==> src/rtl/core/h264sps_pkg.sv <==
// ----------------------------------------------------------------------------
// h264sps_pkg
// Shared types, codes and lookup functions of the SPS header parser.
// ----------------------------------------------------------------------------
package h264sps_pkg;

	localparam int STEP_W = 5;
	localparam int CNT_W  = 6;
	localparam int VAL_W  = 32;
	localparam int ID_W   = 5;
	localparam int ST_W   = 3;

	typedef logic [STEP_W-1:0] step_t;
	typedef logic [CNT_W-1:0]  cnt_t;
	typedef logic [VAL_W-1:0]  val_t;
	typedef logic [ID_W-1:0]   id_t;
	typedef logic [ST_W-1:0]   code_t;

	// Parse steps that steer the syntax order.
	localparam step_t STEP_HEADER     = 5'd0;
	localparam step_t STEP_PROFILE    = 5'd1;
	localparam step_t STEP_SPS_ID     = 5'd7;
	localparam step_t STEP_POC_TYPE   = 5'd9;
	localparam step_t STEP_POC_LSB    = 5'd10;
	localparam step_t STEP_POC_ZERO   = 5'd11;
	localparam step_t STEP_POC_CYCLE  = 5'd14;
	localparam step_t STEP_POC_OFFSET = 5'd15;
	localparam step_t STEP_REF_FRAMES = 5'd16;
	localparam step_t STEP_FRAME_MBS  = 5'd20;
	localparam step_t STEP_MBAFF      = 5'd21;
	localparam step_t STEP_DIRECT     = 5'd22;
	localparam step_t STEP_CROP_FLAG  = 5'd23;
	localparam step_t STEP_CROP_LEFT  = 5'd24;
	localparam step_t STEP_VUI        = 5'd28;

	localparam val_t HIGH_PROFILE_MIN = 32'd100;

	// Final status codes.
	localparam code_t ST_OK        = 3'd0;
	localparam code_t ST_TOO_SHORT = 3'd1;
	localparam code_t ST_HIGH      = 3'd2;
	localparam code_t ST_OVERRUN   = 3'd3;
	localparam code_t ST_LONG_CODE = 3'd4;

	localparam logic KIND_ELEM   = 1'b0;
	localparam logic KIND_STATUS = 1'b1;

	typedef enum logic [2:0] {
		S_IDLE,
		S_HDR,
		S_BIT,
		S_TAIL,
		S_STATUS
	} state_t;

	typedef struct packed {
		logic load;
		logic shift;
	} src_cmd_t;

	typedef struct packed {
		logic take;
		logic enter_first;
		logic clear;
	} fld_cmd_t;

	typedef struct packed {
		logic  elem;
		id_t   id;
		val_t  value;
		logic  fin;
		code_t code;
		logic  high;
		logic  at_header;
	} fld_res_t;

	// Width of a u(n) field at a step; zero marks an Exp-Golomb step.
	function automatic cnt_t fixed_width(input step_t s);
		cnt_t w;
		case (s) inside
			5'd1, 5'd6:                                  w = 6'd8;
			5'd5:                                        w = 6'd5;
			5'd2, 5'd3, 5'd4, 5'd11, 5'd17, [5'd20:5'd23],
			5'd28:                                       w = 6'd1;
			default:                                     w = 6'd0;
		endcase
		return w;
	endfunction

	// Element number of a step; the valid bit is low for skipped fields.
	function automatic logic [ID_W:0] elem_of(input step_t s);
		logic [ID_W:0] r;
		case (s) inside
			[5'd1:5'd4]:   r = {1'b1, ID_W'(s - 5'd1)};
			[5'd6:5'd10]:  r = {1'b1, ID_W'(s - 5'd2)};
			[5'd16:5'd28]: r = {1'b1, ID_W'(s - 5'd7)};
			default:       r = '0;
		endcase
		return r;
	endfunction

endpackage

==> src/rtl/core/h264_sps_header_parser.sv <==
// ----------------------------------------------------------------------------
// h264_sps_header_parser
// Parses the RBSP bytes of one H.264 SPS unit one bit per cycle, unless the
// output stalls, and reports unskipped elements, then a final status per unit.
// ----------------------------------------------------------------------------
// A result is registered on the output when its last bit is taken.
// Each data byte is accepted in idle, shifted out bit by bit MSB first and
// closed by an end-of-byte state; no new byte is taken before that. The single
// bit-serial decode step sets this pace; a stalled output holds the bit.
// A second result from the same bit is held as a pending status and follows.
// Reset clears the parse state and the output valid flag; no clearing pass.
module h264_sps_header_parser #(
	parameter int MAX_CODE_ZEROS = 31
) (
	input  logic        clk,
	input  logic        arst_n,
	input  logic        in_valid,
	output logic        in_stall,
	input  logic [7:0]  data_byte,
	input  logic        last_byte,
	output logic        out_valid,
	input  logic        out_stall,
	output logic        kind,
	output logic [4:0]  element_id,
	output logic [31:0] element_value,
	output logic [2:0]  status,
	output logic        last_result
);

	h264sps_pkg::state_t   state_q, state_n;
	h264sps_pkg::src_cmd_t src_cmd;
	h264sps_pkg::fld_cmd_t fld_cmd;
	h264sps_pkg::fld_res_t res;

	logic bit_val, bit_last, unit_last;
	logic finished_q, fin_set;
	logic slot_free, emit;
	logic pend_ld;
	h264sps_pkg::code_t pend_q;

	logic              e_kind, e_last;
	h264sps_pkg::id_t  e_id;
	h264sps_pkg::val_t e_val;
	h264sps_pkg::code_t e_st;

	logic               out_valid_q, kind_q, last_q;
	h264sps_pkg::id_t   id_q;
	h264sps_pkg::val_t  val_q;
	h264sps_pkg::code_t st_q;

	h264sps_bitsrc u_bitsrc (
		.clk       (clk),
		.arst_n    (arst_n),
		.cmd       (src_cmd),
		.data_byte (data_byte),
		.last_byte (last_byte),
		.bit_val   (bit_val),
		.bit_last  (bit_last),
		.unit_last (unit_last)
	);

	h264sps_fields #(
		.MAX_CODE_ZEROS (MAX_CODE_ZEROS)
	) u_fields (
		.clk     (clk),
		.arst_n  (arst_n),
		.cmd     (fld_cmd),
		.bit_val (bit_val),
		.res     (res)
	);

	assign in_stall  = (state_q != h264sps_pkg::S_IDLE);
	assign slot_free = !out_valid_q || !out_stall;

	always_ff @(posedge clk or negedge arst_n) begin
		if (!arst_n) begin
			state_q <= h264sps_pkg::S_IDLE;
		end else begin
			state_q <= state_n;
		end
	end

	always_comb begin
		state_n = state_q;
		src_cmd = '0;
		fld_cmd = '0;
		emit    = 1'b0;
		e_kind  = h264sps_pkg::KIND_STATUS;
		e_id    = '0;
		e_val   = '0;
		e_st    = h264sps_pkg::ST_OK;
		e_last  = 1'b1;
		fin_set = 1'b0;
		pend_ld = 1'b0;
		case (state_q)
			h264sps_pkg::S_IDLE: begin
				if (in_valid) begin
					src_cmd.load = 1'b1;
					if (finished_q) begin
						fld_cmd.clear = last_byte;
					end else if (res.at_header) begin
						state_n = h264sps_pkg::S_HDR;
					end else begin
						state_n = h264sps_pkg::S_BIT;
					end
				end
			end
			h264sps_pkg::S_HDR: begin
				if (!unit_last) begin
					fld_cmd.enter_first = 1'b1;
					state_n             = h264sps_pkg::S_IDLE;
				end else if (slot_free) begin
					emit          = 1'b1;
					e_st          = h264sps_pkg::ST_TOO_SHORT;
					fld_cmd.clear = 1'b1;
					state_n       = h264sps_pkg::S_IDLE;
				end
			end
			h264sps_pkg::S_BIT: begin
				if (!(res.elem || res.fin) || slot_free) begin
					fld_cmd.take = 1'b1;
					if (res.elem) begin
						emit   = 1'b1;
						e_kind = h264sps_pkg::KIND_ELEM;
						e_id   = res.id;
						e_val  = res.value;
						e_last = 1'b0;
					end else if (res.fin) begin
						emit = 1'b1;
						e_st = res.code;
					end
					if (res.fin && res.elem) begin
						// Element and final status from one bit: status goes next.
						pend_ld = 1'b1;
						state_n = h264sps_pkg::S_STATUS;
					end else if (res.fin) begin
						fld_cmd.clear = unit_last;
						fin_set       = !unit_last;
						state_n       = h264sps_pkg::S_IDLE;
					end else if (bit_last) begin
						state_n = h264sps_pkg::S_TAIL;
					end else begin
						src_cmd.shift = 1'b1;
					end
				end
			end
			h264sps_pkg::S_TAIL: begin
				if (!unit_last) begin
					state_n = h264sps_pkg::S_IDLE;
				end else if (slot_free) begin
					emit          = 1'b1;
					e_st          = res.high ? h264sps_pkg::ST_HIGH : h264sps_pkg::ST_OVERRUN;
					fld_cmd.clear = 1'b1;
					state_n       = h264sps_pkg::S_IDLE;
				end
			end
			h264sps_pkg::S_STATUS: begin
				if (slot_free) begin
					emit          = 1'b1;
					e_st          = pend_q;
					fld_cmd.clear = unit_last;
					fin_set       = !unit_last;
					state_n       = h264sps_pkg::S_IDLE;
				end
			end
			default: begin
				state_n = h264sps_pkg::S_IDLE;
			end
		endcase
	end

	always_ff @(posedge clk or negedge arst_n) begin
		if (!arst_n) begin
			finished_q <= 1'b0;
		end else if (fld_cmd.clear) begin
			finished_q <= 1'b0;
		end else if (fin_set) begin
			finished_q <= 1'b1;
		end
	end

	always_ff @(posedge clk) begin
		if (pend_ld) begin
			pend_q <= res.code;
		end
	end

	always_ff @(posedge clk or negedge arst_n) begin
		if (!arst_n) begin
			out_valid_q <= 1'b0;
		end else if (emit) begin
			out_valid_q <= 1'b1;
		end else if (!out_stall) begin
			out_valid_q <= 1'b0;
		end
	end

	always_ff @(posedge clk) begin
		if (emit) begin
			kind_q <= e_kind;
			id_q   <= e_id;
			val_q  <= e_val;
			st_q   <= e_st;
			last_q <= e_last;
		end
	end

	assign out_valid     = out_valid_q;
	assign kind          = kind_q;
	assign element_id    = id_q;
	assign element_value = val_q;
	assign status        = st_q;
	assign last_result   = last_q;

	// A byte taken while parsing must hold off the next one.
	a_busy_after_accept: assert property (@(posedge clk) disable iff (!arst_n)
		(in_valid && !in_stall && !finished_q) |=> in_stall)
		else $error("input taken again before the byte was parsed");

	// Trailing bytes are only ever dropped from the idle state.
	a_finished_idle: assert property (@(posedge clk) disable iff (!arst_n)
		finished_q |-> (state_q == h264sps_pkg::S_IDLE))
		else $error("parser busy while waiting for end of unit");

	// Element transactions carry no status and never close the unit.
	a_elem_fields: assert property (@(posedge clk) disable iff (!arst_n)
		(out_valid && kind == h264sps_pkg::KIND_ELEM) |->
		(status == h264sps_pkg::ST_OK && !last_result))
		else $error("element transaction with status fields set");

	// A status transaction always closes the unit.
	a_status_last: assert property (@(posedge clk) disable iff (!arst_n)
		(out_valid && kind == h264sps_pkg::KIND_STATUS) |-> last_result)
		else $error("status transaction without last marker");

	// A pending status is emitted without consuming another bit.
	a_status_no_take: assert property (@(posedge clk) disable iff (!arst_n)
		(state_q == h264sps_pkg::S_STATUS) |-> !fld_cmd.take)
		else $error("bit consumed while a status is pending");

endmodule

==> src/rtl/core/h264sps_bitsrc.sv <==
// ----------------------------------------------------------------------------
// h264sps_bitsrc
// Byte shift register that presents one bit per cycle while shifted, MSB first.
// ----------------------------------------------------------------------------
module h264sps_bitsrc (
	input  logic                clk,
	input  logic                arst_n,
	input  h264sps_pkg::src_cmd_t cmd,
	input  logic [7:0]          data_byte,
	input  logic                last_byte,
	output logic                bit_val,
	output logic                bit_last,
	output logic                unit_last
);

	logic [7:0] sh_q;
	logic [2:0] cnt_q;
	logic       last_q;

	always_ff @(posedge clk or negedge arst_n) begin
		if (!arst_n) begin
			cnt_q  <= '0;
			last_q <= 1'b0;
		end else if (cmd.load) begin
			cnt_q  <= '0;
			last_q <= last_byte;
		end else if (cmd.shift) begin
			cnt_q <= cnt_q + 3'd1;
		end
	end

	always_ff @(posedge clk) begin
		if (cmd.load) begin
			sh_q <= data_byte;
		end else if (cmd.shift) begin
			sh_q <= {sh_q[6:0], 1'b0};
		end
	end

	assign bit_val   = sh_q[7];
	assign bit_last  = (cnt_q == 3'd7);
	assign unit_last = last_q;

endmodule

==> src/rtl/core/h264sps_fields.sv <==
// ----------------------------------------------------------------------------
// h264sps_fields
// Bit-serial field decoder: u(n) and ue(v) accumulation and SPS step order.
// ----------------------------------------------------------------------------
module h264sps_fields #(
	parameter int MAX_CODE_ZEROS = 31
) (
	input  logic                  clk,
	input  logic                  arst_n,
	input  h264sps_pkg::fld_cmd_t cmd,
	input  logic                  bit_val,
	output h264sps_pkg::fld_res_t res
);

	localparam h264sps_pkg::cnt_t MAX_Z = h264sps_pkg::cnt_t'(MAX_CODE_ZEROS);

	h264sps_pkg::step_t step_q, step_n;
	h264sps_pkg::cnt_t  zc_q, zc_n, br_q, br_n, fw;
	h264sps_pkg::val_t  acc_q, acc_n, skip_q, skip_n, v, acc_sh, skip_dec;
	logic               hp_q, hp_n, done;
	logic [h264sps_pkg::ID_W:0] eid;

	always_comb begin
		step_n   = step_q;
		zc_n     = zc_q;
		br_n     = br_q;
		acc_n    = acc_q;
		skip_n   = skip_q;
		hp_n     = hp_q;
		done     = 1'b0;
		v        = '0;
		res      = '0;
		fw       = h264sps_pkg::fixed_width(step_q);
		eid      = h264sps_pkg::elem_of(step_q);
		acc_sh   = {acc_q[h264sps_pkg::VAL_W-2:0], bit_val};
		skip_dec = skip_q - 32'd1;

		if (step_q == h264sps_pkg::STEP_HEADER || step_q > h264sps_pkg::STEP_VUI) begin
			res.fin  = 1'b1;
			res.code = h264sps_pkg::ST_OVERRUN;
		end else if (fw != '0) begin
			acc_n = acc_sh;
			br_n  = (br_q != '0) ? br_q - 6'd1 : '0;
			if (br_n == '0) begin
				done = 1'b1;
				v    = acc_sh;
			end
		end else if (br_q == '0) begin
			if (!bit_val) begin
				zc_n = zc_q + 6'd1;
				if (zc_n > MAX_Z) begin
					res.fin  = 1'b1;
					res.code = h264sps_pkg::ST_LONG_CODE;
				end
			end else begin
				acc_n = 32'd1;
				if (zc_q != '0) begin
					br_n = zc_q;
				end else begin
					done = 1'b1;
				end
			end
		end else begin
			acc_n = acc_sh;
			br_n  = br_q - 6'd1;
			if (br_n == '0) begin
				done = 1'b1;
				v    = acc_sh - 32'd1;
			end
		end

		if (done) begin
			res.elem  = eid[h264sps_pkg::ID_W];
			res.id    = eid[h264sps_pkg::ID_W-1:0];
			res.value = v;
			step_n    = step_q + 5'd1;
			case (step_q)
				h264sps_pkg::STEP_PROFILE: begin
					hp_n = (v >= h264sps_pkg::HIGH_PROFILE_MIN);
				end
				h264sps_pkg::STEP_SPS_ID: begin
					if (hp_q) begin
						res.fin  = 1'b1;
						res.code = h264sps_pkg::ST_HIGH;
					end
				end
				h264sps_pkg::STEP_POC_TYPE: begin
					step_n = (v == 32'd0) ? h264sps_pkg::STEP_POC_LSB :
						(v == 32'd1) ? h264sps_pkg::STEP_POC_ZERO :
						h264sps_pkg::STEP_REF_FRAMES;
				end
				h264sps_pkg::STEP_POC_LSB: begin
					step_n = h264sps_pkg::STEP_REF_FRAMES;
				end
				h264sps_pkg::STEP_POC_CYCLE: begin
					skip_n = v;
					step_n = (v == 32'd0) ? h264sps_pkg::STEP_REF_FRAMES :
						h264sps_pkg::STEP_POC_OFFSET;
				end
				h264sps_pkg::STEP_POC_OFFSET: begin
					skip_n = skip_dec;
					step_n = (skip_dec == 32'd0) ? h264sps_pkg::STEP_REF_FRAMES :
						h264sps_pkg::STEP_POC_OFFSET;
				end
				h264sps_pkg::STEP_FRAME_MBS: begin
					step_n = (v != 32'd0) ? h264sps_pkg::STEP_DIRECT :
						h264sps_pkg::STEP_MBAFF;
				end
				h264sps_pkg::STEP_CROP_FLAG: begin
					step_n = (v != 32'd0) ? h264sps_pkg::STEP_CROP_LEFT :
						h264sps_pkg::STEP_VUI;
				end
				h264sps_pkg::STEP_VUI: begin
					res.fin  = 1'b1;
					res.code = h264sps_pkg::ST_OK;
				end
				default: begin
				end
			endcase
			if (!res.fin) begin
				zc_n  = '0;
				acc_n = '0;
				br_n  = h264sps_pkg::fixed_width(step_n);
			end else begin
				step_n = step_q;
			end
		end

		res.high      = hp_q;
		res.at_header = (step_q == h264sps_pkg::STEP_HEADER);
	end

	always_ff @(posedge clk or negedge arst_n) begin
		if (!arst_n) begin
			step_q <= h264sps_pkg::STEP_HEADER;
			zc_q   <= '0;
			br_q   <= '0;
			acc_q  <= '0;
			skip_q <= '0;
			hp_q   <= 1'b0;
		end else if (cmd.clear) begin
			step_q <= h264sps_pkg::STEP_HEADER;
			zc_q   <= '0;
			br_q   <= '0;
			acc_q  <= '0;
			skip_q <= '0;
			hp_q   <= 1'b0;
		end else if (cmd.enter_first) begin
			step_q <= h264sps_pkg::STEP_PROFILE;
			zc_q   <= '0;
			br_q   <= h264sps_pkg::fixed_width(h264sps_pkg::STEP_PROFILE);
			acc_q  <= '0;
		end else if (cmd.take) begin
			step_q <= step_n;
			zc_q   <= zc_n;
			br_q   <= br_n;
			acc_q  <= acc_n;
			skip_q <= skip_n;
			hp_q   <= hp_n;
		end
	end

endmodule
==> config.mk <==
export PLATFORM = sky130hd
export DESIGN_NAME = h264_sps_header_parser
export DESIGN_NICKNAME = d
export VERILOG_FILES = /design/src/rtl/core/h264sps_pkg.sv /design/src/rtl/core/h264_sps_header_parser.sv /design/src/rtl/core/h264sps_bitsrc.sv /design/src/rtl/core/h264sps_fields.sv
export SDC_FILE = /design/constraint.sdc
export NUM_CORES = 1
export LEC_CHECK = 0
export BUFFER_PORTS_ARGS = -buffer_cell sky130_fd_sc_hd__buf_4
export CORE_MARGIN = 2
export CORE_UTILIZATION = 50
export DETAILED_ROUTE_END_ITERATION = 10
export PLACE_DENSITY_LB_ADDON = 0.15
export SYNTH_ARGS = -nofsm -noshare
export SYNTH_HDL_FRONTEND = slang
export SYNTH_SLANG_ARGS = --single-unit
==> constraint.sdc <==
create_clock -name clk -period 5.75 [get_ports clk]
set_input_delay 0.8625 -clock clk [delete_from_list [all_inputs] [get_ports clk]]
set_output_delay 0.8625 -clock clk [all_outputs]
set_load 0.02 [all_outputs]
==> results of run 1 <==
-- worst register-to-register path: cells and delay by family, from the launching register on --
| kind | cells | cell delay, ps |
|---|---|---|
| flops | 1 | 670 |
| compound gates | 7 | 2850 |
| fa+ha+maj | 1 | 260 |
| simple gates | 4 | 840 |
| buf+inv | 2 | 530 |
-- through the flow --
stage,instances,hold slack [ps],utilization [%],worst slack (ps)
finish,1434,433,56.5,506
global route,1434,469,56.5,125
CTS,1434,439,56.5,576
detailed placement,1402,522,53.5,625
global placement,1402,509,53.5,738
floorplan,1147,484,-,702
-- Yosys cell counts, types with 5 or more instances --
cell type  number  area share, %
o21ai_1         5           0.26
a21oi_1        60            3.1
xnor2_1        17            1.5
o21ai_0        69            3.5
nor2_1        154            5.9
or4_1          14            1.1
a31oi_1        13           0.83
a211oi_1       18            1.4
a32oi_1         5           0.45
nand4_1        23            1.5
and2_1          8           0.51
inv_1          23           0.88
a2111oi_0       5           0.45
mux2_2         10            1.1
or3_1          23            1.5
dfrtp_1        90             23
xor2_1         13            1.2
clkbuf_1       50            1.9
ha_1           20            2.6
nor2b_1        12           0.77
a22oi_1        15            1.1
nor4_1         18            1.1
buf_2          18           0.92
and3_1          6           0.38
nor3_1         60            3.1
buf_1          11           0.42
nand3_1        29            1.5
edfxtp_1       52             16
o31ai_1        11           0.84
o21a_1          7           0.54
o31a_1          5           0.45
nand2b_1        8           0.51
o22ai_1        13           0.83
o41ai_1         5           0.45
nand2_1       109            4.2
a22o_1         33            2.9
-- per-layer routing --
| metal | global-route usage, % | routed length (um) | vias to the layer above |
|---|---|---|---|
| li1 | - | - | 4307 |
| met1 | 40.2 | 12900 | 4398 |
| met3 | 4.14 | 1890 | 58 |
| met5 | 0 | 0 | - |
| met4 | 12.7 | 962 | 0 |
| met2 | 46.1 | 13900 | 411 |
-- power groups by stage --
stage                     clock network (mW)  logic (mW)  registers, mW
final                                   1.12        3.39           1.59
after global routing                    1.17        3.68           1.63
after CTS                               1.13        3.35           1.59
after detailed placement                   0        3.32           1.61
after global placement                     0        3.32           1.61
after floorplan                            0        2.18           1.72
-- cell families (layout without fill, tap and decap cells) --
kind of cell / Yosys count / count (layout)
mux: 13 / 13
compound gates: 321 / 321
buf+inv: 110 / 132
fa+ha+maj: 20 / 20
xor+xnor: 30 / 30
flops: 142 / 142
simple gates: 511 / 511
-- layout make-up --
type                            instances  area [um2]  area share, %
Clock buffer                           17         425           3.89
Clock inverter                         15         166           1.52
Tap cell                              265         332           3.03
Timing Repair Buffer                   74         556           5.08
Inverter                               26        97.6          0.893
Multi-Input combinational cell        895        5540           50.7
Sequential cell                       142        3810           34.9
-- worst paths after layout --
kind                                     from                 end  slack, ps
setup reg to reg           u_fields.step_q[2]  u_fields.skip_q[1]        510
hold / removal                         arst_n  u_fields.acc_q[19]        430
min in group clk            u_bitsrc.cnt_q[1]   u_bitsrc.cnt_q[1]        540
setup / recovery           u_fields.step_q[2]  u_fields.skip_q[1]        510
hold reg to reg             u_bitsrc.cnt_q[1]   u_bitsrc.cnt_q[1]        540
max in group asynchronous              arst_n  u_fields.skip_q[7]       4240
-- flip-flops by register name, summed over array words and instances (netlist names), 5 cells and up --
name / flops
element_id: 5
element_value: 32
u_bitsrc.sh_q: 8
u_fields.acc_q: 31
u_fields.br_q: 6
u_fields.skip_q: 32
u_fields.step_q: 5
u_fields.zc_q: 6
==> summary.txt, run 1 <==
Setup path
  • WP data required: 6090 ps
  • CP arrival: around 5600 ps
  • Crit path kind: flop to flop
  • Stages on worst setup path: 14
  • Critical path fanouts, max: 16
  • Crit path largest cell delay: about 670 ps
  • Largest delay share family, worst path: compound AO/OA/AOI/OAI gates
  • CP bufs+invs: 2
  • CP endpoint kind: flop
  • Crit-path slowest cell: dfrtp_1
  • Crit start category: flop
  • Worst r2r path cells: 14
  • CP dominant cell by count: nor2_1
  • Worst-path cell chain: inv_1 > ha_1 > o21ba_2 > o31a_4 > o31ai_1 > o311ai_0 > o211ai_1 > nor2_1 > o21ai_1 > nor2_1 > nand2_1 > buf_4 > nor2_1 > a211oi_1

Placed design
  • Hpwl dp: around 21 mm
  • Placed inst area: just over 10000 um2
  • Gp weighted congestion: about 0.95
  • I/O Buffers: 56

Global routing
  • Vias in the first global route: ~8300
  • GRT Overall Usage: approximately 29%
  • Total gr overflow: 0
  • Largest net degree at the start of global routing: 69
  • First-pass GRT wire length: approximately 47 mm
  • Initial antenna violation count: 0

Status
  • Outcome: complete, no violations

Logic synthesis
  • Synthesized instance count: around 1100
  • Synthesized area per cell: 8.54 um2
  • Post-synthesis cell area: 9800 um2
  • Complex-gate fraction of the synthesized area: between 20% and 30%
  • Mux cell area share after synthesis: between 1 and 1.5%
  • Most used DFF post-synth: dfrtp_1
  • Cell variety after synth: between 90 and 100
  • Synth Area in Simple Gates: a little over a quarter
  • Post-Syn Nets: 1180
  • EDFF count, synth: 52
  • Async S/R FF share, synth: between 60% and 70%
  • Syn. warnings: 0
  • Adder-Cell Fraction of Synth Area: under 10%
  • Post-Synth XOR/XNOR Area: under 10%
  • Yosys reg bits: roughly 140
  • Register area share after synthesis: about two fifths
  • Combinational family with the most area after synthesis: simple AND/OR/NAND/NOR gates

Power
  • Clk pwr share: a little under a fifth
  • Net Sw Frac: 49.6%
  • Cell-internal power: approximately 3.1 mW
  • Sw Pwr: approximately 3 mW
  • Peak supply drop: 351 uV
  • Power per cell area: roughly 560 nW/um2
  • Seq pwr share: 26.1%
  • LEAKAGE: ~4.4 nW
  • Comb pwr share: a little under three fifths
  • Tot Pwr: around 6 mW

Floorplan
  • Cell Rows: 51
  • Chip width: about 140 um
  • Die area: roughly 21000 um2
  • Starting Density: around 51%
  • Core area: a little under 20000 um2
  • Ports: 57
  • Die height: roughly 140 um

Route
  • Routed WL: 29.6 mm
  • Via/cell ratio: around 6.4
  • Antenna Nets Post-Route: 0
  • DRC: 0
  • Starting DRT DRC Count: slightly above 800
  • DR WL/cell: between 20 and 25 um
  • Vias: roughly 9000
  • Drt pass-1 iters: 5

STA
  • Fmax: between 0.15 and 0.2 GHz
  • Worst slew pin tran: between 1000 and 1500 ps
  • RSZ-0062 raised after global routing: no
  • Max Slew Vio Count: 0
  • Skew final: 20.5 ps
  • Slew margin rel.: 23.0%
  • Post-route setup TNS: 0 ps
  • Fin crit share: between 90% and 100%
  • Final hold vios: 0
  • Fin crit period: 5240 ps
  • # setup viols final: 0

Finish
  • Area grow syn2layout: 11.5%
  • ANT cells: 0
  • Final instance area: roughly 11000 um2
  • Fillers: between 1500 and 2000
  • Most common cell after layout, fill and taps aside: nor2_1
  • Share of layout cells above drive strength 1: between 10 and 15%
  • Most frequent cells in the layout: nor2_1, nand2_1, dfrtp_1
  • Fin nets: 1189

Clock network
  • CTS max path bufs: 2
  • Post-CTS setup buffer count: 0
  • H-tree levels: 4
  • Clock-pin slew on the worst setup and hold paths: ~70 ps
  • Clk Latency, worst-skew pair: roughly 440 ps
  • Clock Root Buffer: clkbuf_16
  • Clock net sink count: around 140
  • Post-cts sizing count: 0
  • CTS tree: done
  • CTS buffer count: 17
  • Hold-fix buffers at CTS: 0

Job
  • Maxcap violations: 0

Min path
  • Hold WC Path Type: input port to asynchronous set/reset pin
No activity file was read; power rests on OpenSTA's default activity.
==> run 2: changes to the inputs <==
CORE_UTILIZATION = 61   (was 50)
==> run 2 against run 1 <==
  * Routed wire length down 1.4%
  * Worst hold slack worse by 88 ps
  * Sequential power about the same
  * Highest routed layer unchanged
  * Maximum frequency down 0.48%
  * Via count up 2.9%
  * Clock skew down 9.1 ps
==> summary.txt, run 2 (same netlist as run 1, synthesis figures left out) <==
STA
  • Hold Slack: 345 ps (-87.6 ps)
  • Fin crit share: 91.6% (+0.44 points)
  • RSZ-0062 raised after global routing: no
  • Worst slew pin tran: 1310 ps (+171 ps)
  • Final hold vios: 0 (unchanged)
  • Slew margin rel.: 11.5% (-12 points)
  • Skew final: 11.4 ps (-9.06 ps)
  • Fin worst setup slack: 481 ps (-25.3 ps)
  • Fin crit period: 5270 ps (+25.3 ps)
  • Max Slew Vio Count: 0 (unchanged)
  • Post-route setup TNS: 0 ps (unchanged)
  • Fmax: 0.190 GHz (-0.48%)
  • # setup viols final: 0 (unchanged)

Global routing
  • First-pass GRT wire length: 46.0 mm (-1.5%)
  • Vias in the first global route: 8573 (+2.8%)
  • Initial antenna violation count: 0 (unchanged)
  • Largest net degree at the start of global routing: 65 (-5.8%)
  • Total gr overflow: 0 (unchanged)
  • GRT Overall Usage: 34.9% (+5.7 points)

Finish
  • Most frequent cells in the layout: nor2_1, nand2_1, dfrtp_1
  • Fin nets: 1192 (+0.25%)
  • Final instance area: 10900 um2 (-0.53%)
  • Fillers: 1314 (-27%)
  • Share of layout cells above drive strength 1: 13.8% (-0.12 points)
  • Multi-input logic area: 5540 um2 (unchanged)
  • ANT cells: 0 (unchanged)
  • Register area: 3810 um2 (unchanged)
  • Area grow syn2layout: 11.0%
  • Most common cell after layout, fill and taps aside: nor2_1

Placed design
  • I/O Buffers: 56 (unchanged)
  • Placed inst area: 10300 um2 (-0.38%)
  • Gp weighted congestion: 0.956 (+0.73%)
  • Hpwl dp: 20.3 mm (-3.6%)
  • Dpl ws: 767 ps (+142 ps)

Route
  • Drt pass-1 iters: 6 (+1)
  • Routed WL: 29.2 mm (-1.4%)
  • DR WL/cell: 21.0 um (+1.9%)
  • Starting DRT DRC Count: 1141 (+42%)
  • Via/cell ratio: 6.80 (+6.3%)
  • DRC: 0 (unchanged)
  • Antenna Nets Post-Route: 0 (unchanged)
  • Vias: 9436 (+2.9%)

Floorplan
  • Core area: 15800 um2 (-18%)
  • Die height: 131 um (-9.2%)
  • Cell Rows: 46 (-9.8%)
  • Die area: 17100 um2 (-18%)
  • Chip width: 131 um (-9.2%)
  • Starting Density: 62.1% (+11 points)
  • Ports: 57 (unchanged)

Setup path
  • Reg2reg start: u_fields.step_q[2]
  • R2R setup slack: 480 ps (-30 ps)
  • Critical path fanouts, max: 16 (unchanged)
  • Reg-to-Reg End: u_fields.br_q[0]
  • Crit path kind: flop to flop
  • CP arrival: 5610 ps (+20 ps)
  • Worst r2r path cells: 15 (+1)
  • WP data required: 6090 ps (about the same)
  • Crit start category: flop
  • CP endpoint kind: flop

Clock network
  • CTS tree: done
  • Clock-pin slew on the worst setup and hold paths: 60 ps (about the same)
  • Clock Root Buffer: clkbuf_16
  • CTS max path bufs: 2 (unchanged)
  • Post-cts sizing count: 0 (unchanged)
  • CTS buffer count: 17 (unchanged)
  • H-tree levels: 4 (unchanged)
  • Post-CTS setup buffer count: 0 (unchanged)
  • Clk Latency, worst-skew pair: 440 ps (about the same)
  • Hold-fix buffers at CTS: 0 (unchanged)
  • Clock net sink count: 142 (unchanged)

Min path
  • Hold WC Path Type: input port to asynchronous set/reset pin

Power
  • LEAKAGE: 4.43 nW (about the same)
  • Clk pwr share: 17.8% (-0.5 points)
  • Power per cell area: 565 nW/um2 (+1.3%)
  • Cell-internal power: 3.16 mW (+2.9%)
  • Net Sw Frac: 48.5% (-1.0 points)
  • Seq pwr share: 26.0% (about the same)
  • Peak supply drop: 496 uV (+41%)
  • Comb pwr share: 56.3% (+0.7 points)
  • Tot Pwr: 6.15 mW (+0.80%)
  • Sw Pwr: 2.98 mW (-1.3%)

Status
  • Outcome: complete, no violations

Job
  • Maxcap violations: 0 (unchanged)
run 2: changes by cell type in the layout (fill, tap and decap cells not counted), sizes merged:
cell      change
bufinv        +1
clkbuf        +6
clkinv        -1
inv           -7
buf           +3
clkinvlp      +1
run 2: power groups by stage:
stage | clock network [mW] | logic [mW] | registers [mW]
2_1_floorplan | 0 | 2.18 | 1.72
3_3_place_gp | 0 | 3.35 | 1.60
3_5_place_dp | 0 | 3.36 | 1.61
4_1_cts | 1.09 | 3.39 | 1.59
5_1_grt | 1.13 | 3.73 | 1.63
6_report | 1.09 | 3.46 | 1.60
run 2: cell type report:
cell class	instances	area share [%]
multi-input combinational	895	51.0
sequential	142	35.1
timing repair buffer	77	5.32
clock buffer	23	4.50
tap	216	2.49
inverter	26	0.897
clock inverter	9	0.771
run 2: how the worst max path moves through the flow:
stage,start,endpoint
floorplan,u_fields.step_q[2],element_id[0]
global placement,u_fields.step_q[2],u_fields.br_q[0]
detailed placement,u_fields.step_q[2],u_fields.br_q[0]
CTS,u_fields.step_q[2],u_fields.br_q[0]
global route,u_fields.step_q[2],u_fields.br_q[0]
finish,u_fields.step_q[2],u_fields.br_q[0]
run 2: critical path: stages, from the launching register on:
cell	delay (ps)
dfrtp_1	640
inv_1	200
ha_1	260
o21ba_2	250
o31a_4	370
nor3_4	490
nand2_1	430
a21oi_1	690
a221oi_1	260
and2_1	210
a41oi_1	230
a21oi_1	140
or4_1	430
o22ai_1	200
a221oi_1	120
a211oi_1	260
run 2: routing by layer:
layer,routed length [um],vias up,GRT usage (%)
met3,2230,102,6.11
met2,13800,509,55.9
met4,1300,0,17.3
met1,11900,4498,45.9
met5,0,-,0
li1,-,4327,-
run 2: per-stage QoR:
stage	cells	utilization, %
after CTS	1388	69.0
after detailed placement	1356	65.3
after global routing	1388	69.0
after floorplan	1147	-
after global placement	1356	65.3
final	1388	69.0
